**config.mk**
```make
export PLATFORM = sky130hd
export DESIGN_NAME = skfl_ctrl
export DESIGN_NICKNAME = d
export VERILOG_FILES = /design/src/design/skfl_pkg.sv /design/src/design/skfl_ctrl.sv
export SDC_FILE = /design/constraint.sdc
export NUM_CORES = 1
export LEC_CHECK = 0
export BUFFER_PORTS_ARGS = -buffer_cell sky130_fd_sc_hd__buf_2
export CAP_MARGIN = 20
export CORE_AREA = 5 5 42 44
export DETAILED_ROUTE_END_ITERATION = 10
export DIE_AREA = 0 0 47 49
export SLEW_MARGIN = 10
export SYNTH_ARGS = -nofsm -noshare
export SYNTH_HDL_FRONTEND = slang
export SYNTH_SLANG_ARGS = --single-unit
```
**constraint.sdc**
```tcl
create_clock -name clk -period 0.8 [get_ports clk]
set_input_delay 0.16 -clock clk [delete_from_list [all_inputs] [get_ports clk]]
set_output_delay 0.16 -clock clk [all_outputs]
set_load 0.005 [all_outputs]
```
**src/design/skfl_pkg.sv**
```systemverilog
// Shared constants, status codes and controller/datapath types for the
// sorted key floor lookup block. No dependencies.
package skfl_pkg;

    localparam int TABLE_DEPTH = 2048;
    localparam int IDX_W       = $clog2(TABLE_DEPTH);
    localparam int CNT_W       = $clog2(TABLE_DEPTH + 1);

    localparam int KEY_W    = 23;
    localparam int RATE_W   = 32;
    localparam int AMOUNT_W = 22;
    localparam int STATUS_W = 3;
    localparam int PROD_W   = 54;

    localparam logic [0:0] MODE_INSERT = 1'b0;
    localparam logic [0:0] MODE_QUERY  = 1'b1;

    localparam logic [STATUS_W-1:0] ST_INSERTED   = 3'd0;
    localparam logic [STATUS_W-1:0] ST_DUPLICATE  = 3'd1;
    localparam logic [STATUS_W-1:0] ST_FULL       = 3'd2;
    localparam logic [STATUS_W-1:0] ST_CONVERTED  = 3'd3;
    localparam logic [STATUS_W-1:0] ST_NO_EARLIER = 3'd4;

    typedef struct packed {
        logic load;    // capture the accepted word and clear the scan state
        logic issue;   // read the entry at the scan index and advance it
        logic finish;  // build the result word and update the table
    } skfl_cmd_t;

    typedef struct packed {
        logic scan_end;  // every stored entry has been read
        logic out_free;  // the output register can take a result word
    } skfl_stat_t;

endpackage

```
**src/design/skfl_ctrl.sv**
```systemverilog
// Controller of the floor lookup block: sequences accept, table scan and
// result. Depends on skfl_pkg.
module skfl_ctrl
    import skfl_pkg::*;
(
    input  logic       clk,
    input  logic       rst_n,
    input  logic       item_valid,
    output logic       item_ready,
    input  skfl_stat_t stat,
    output skfl_cmd_t  cmd
);

    localparam logic [1:0] S_IDLE = 2'd0;
    localparam logic [1:0] S_SCAN = 2'd1;
    localparam logic [1:0] S_DONE = 2'd2;

    logic [1:0] state_reg;
    logic [1:0] state_next;

    always_comb
    begin
        state_next = state_reg;
        cmd        = '0;
        item_ready = 1'b0;
        case (state_reg)
            S_IDLE:
            begin
                item_ready = 1'b1;
                if (item_valid)
                begin
                    cmd.load   = 1'b1;
                    state_next = S_SCAN;
                end
            end
            S_SCAN:
            begin
                if (stat.scan_end)
                    state_next = S_DONE;
                else
                    cmd.issue = 1'b1;
            end
            S_DONE:
            begin
                if (stat.out_free)
                begin
                    cmd.finish = 1'b1;
                    state_next = S_IDLE;
                end
            end
            default:
            begin
                state_next = S_IDLE;
            end
        endcase
    end

    always_ff @(posedge clk or negedge rst_n)
    begin
        if (!rst_n)
            state_reg <= S_IDLE;
        else
            state_reg <= state_next;
    end

endmodule

```
==> impl_metrics.tcl <==
set metrics [dict create \
    area.sequential_sq_um 52.55 \
    drtAntennaViolNets 0 \
    dpl.hpwl_um 249.4 \
    ys_types 10 \
    die_area_sq_um 2303 \
    p_total_uw 972.7 \
    syn-instance-count 13 \
    timing.final.ws_setup_ps -358.5 \
    critPathTopFamily "flip-flops" \
    clk_transition_reported_paths_ps 30 \
    insertion_delay_ps 230 \
    maxSlewViolCount 0 \
    cts_max_level 1 \
    grt_pass1_vias 156 \
    clockRootBuffer "clkbuf_4" \
    synth_top_area_share_pct 39.60 \
    number_of_vias_after_detailed_routing 149 \
    setup.worst_path.start_class "flip-flop" \
    post_route_cells_drive_above_1_share_pct 79.31 \
    finalHoldViolCount 0 \
    die_span_x_um 47 \
    slew_headroom_pct 89.47 \
    detail_route.first_pass.iterations 1 \
    rr_endpoint "state_reg[0]" \
    critical_path_peak_fanout 5 \
    place_worst_setup_slack_ps -147.9 \
    cts_max_path_buffers 2 \
    yosysSeqAreaShare_pct 39.60 \
    slew_at_the_pin_with_the_worst_max_slew_slack_ps 157.9 \
    crit_end "cmd[2]" \
    r2r_setup_slack_ps -150 \
    fp-row-count 14 \
    syn2layout_area_growth_pct 118.8 \
    timing.critical_path.buf_inv 1 \
    timing.critical_path.cells "nor2_2, and2_1, buf_2" \
    irDropWorstVdd_v 0.001043 \
    grt_overflow 0 \
    io_buffers 8 \
    grt_start_max_net_pins 6 \
    min_period_over_period_pct 144.8 \
    io_pins 9 \
    drv_cap 0 \
    ys_ff_latch 2 \
    hold_class "in -> reg" \
    achievable-frequency_ghz 0.8632 \
    drt_drc_violations_left 0 \
    timing.hold.worst.start "stat[0]" \
    rsz0062_at_grt "true" \
    fin_crit_ps 1159 \
    detail_route.iter0.violations 0 \
    tritoncts_clock_tree "done" \
    floorplan.initialDensity_pct 9.018 \
    cts_num_sinks 2 \
    syn_area_sq_um 126.4 \
    worst_path_max_delay_cell "dfrtp_2" \
    core-area_sq_um 1401 \
    power_per_cell_area_nw_per_um2 3518 \
    critPathCaptureType "output port" \
    setup-violations-final 6 \
    filler_cell_count 164 \
    synth.yosys.warnings 0 \
    netlist_top_cells_area "dfrtp_1 (40%), nand2b_4 (11%), nand2b_1 (9.9%), a21oi_2 (6.9%), o21ai_2 (6.9%)" \
    grtUsageTotal_pct 4.369 \
    mean_syn_cell_area_sq_um 9.721 \
    fin_worst_skew_ps 2.914 \
    cp_num_cells 3 \
    grt_first_pass_wirelength_um 634 \
    timing.critical_path.arrival_ps 1000 \
    avgRoutedWirePerCell_um 8.489 \
    routed_wirelength_um 382 \
    violations "negative setup slack" \
    cts_inserted_buffers 3 \
    gp_congestion 0.5713 \
    r2r-start "state_reg[0]" \
    synth_top_cell_by_area "dfrtp_1" \
    antenna_found_initial 0 \
    power.leakage_nw 0.1320 \
    fin_nets 35 \
    r2r_cells 4 \
    worst_ep_required_time_ps 640 \
    multi_input_comb_area_sq_um 90.09 \
    worstSetupStartpoint "state_reg[1]" \
    critical_path_class "reg -> out" \
    delay_of_the_slowest_critical_path_stage_ps 450 \
    die_height_um 49 \
    postSynthNetCount 18 \
    post_drt_via_cell_ratio 3.311 \
    num_antenna_cells 0 \
    run_status "finished, violations left" \
    largest_register_ff_count 2 \
]
[routing by layer]
metal	wire length, um	part of all wire [%]	track usage (%)	vias to the layer above
li1	-	-	-	75
met1	173	45	5.286	63
met2	137	36	4.072	9
met3	54	14	2.952	2
met4	16	4.2	5.530	0
met5	0	0	0	-
[cells in the final DEF, fill, tap and decap left out]
cell type,synthesis,layout
buf_6,0,3
nand3b_1,1,1
nor3b_2,0,1
dlygate4sd3_1,0,1
nand2b_4,1,2
nor2_2,0,2
inv_1,1,1
nand2b_1,2,1
buf_2,0,8
clkbuf_1,0,1
clkbuf_4,0,3
a21oi_2,1,1
and2_1,1,1
o21ai_2,1,1
dfrtp_2,0,2
[Yosys cell counts]
cell      count
o21ai_2       1
a21oi_2       1
dfrtp_1       2
inv_1         1
nor2_1        2
nand2b_1      2
nor3b_1       1
nand3b_1      1
and2_1        1
nand2b_4      1
[worst reg2reg max path, cell delays in order, from the launching register on]
cell and delay, ps:
dfrtp_2 430, buf_6 130, buf_6 100, nand2b_4 130, a21oi_2 100
[area by class of cell]
class,count,share of cell area (%)
Tap cell,16,7.240
Timing Repair Buffer,12,30.32
Multi-Input combinational cell,10,32.58
Inverter,1,1.357
Clock buffer,4,9.502
Sequential cell,2,19.00
[power breakdown]
group / total, mW / leakage [nW] / switching [mW] / internal, mW
combinational: 0.467 / 0.0941 / 0.147 / 0.320
clock: 0.258 / 0.0150 / 0.0720 / 0.186
sequential: 0.247 / 0.0229 / 0.0897 / 0.158
total: 0.973 / 0.132 / 0.308 / 0.664
[metrics by stage]
step                area, sq um  instances  hold slack [ps]  utilization (%)  setup TNS [ps]
floorplan                 140.1         13           -135.6                -          -88.59
global placement          207.7         38           -52.01            14.82          -474.7
detailed placement        207.7         38           -52.67            14.82          -485.2
CTS                       271.5         45            109.9            19.38           -1608
global route              276.5         45            108.6            19.73           -1843
finish                    276.5         45            106.2            19.73           -1542
[worst min-delay path by stage]
stage	cells past startpoint	to
finish	2	state_reg[1]
detailed placement	1	state_reg[0]
CTS	2	state_reg[1]
floorplan	0	state_reg[0]
global placement	1	state_reg[0]
global route	2	state_reg[1]
[cells by family (layout without fill, tap and decap cells)]
kind of cell / Yosys count / in the layout / synth area share [%]
AO/OA/AOI/OAI: 2 / 2 / 13.86
buffers and inverters: 1 / 17 / 2.967
flip-flops: 2 / 2 / 39.61
AND/OR/NAND/NOR: 8 / 8 / 43.57
[repair_timing]
action	CTS	global route
hold endpoints to repair	2	0
endpoints found under the setup margin	5	6
resized for setup	3	3
pin swaps	2	2
hold buffers	1	0
setup buffers	2	2
(Power assumes the default switching activity.)
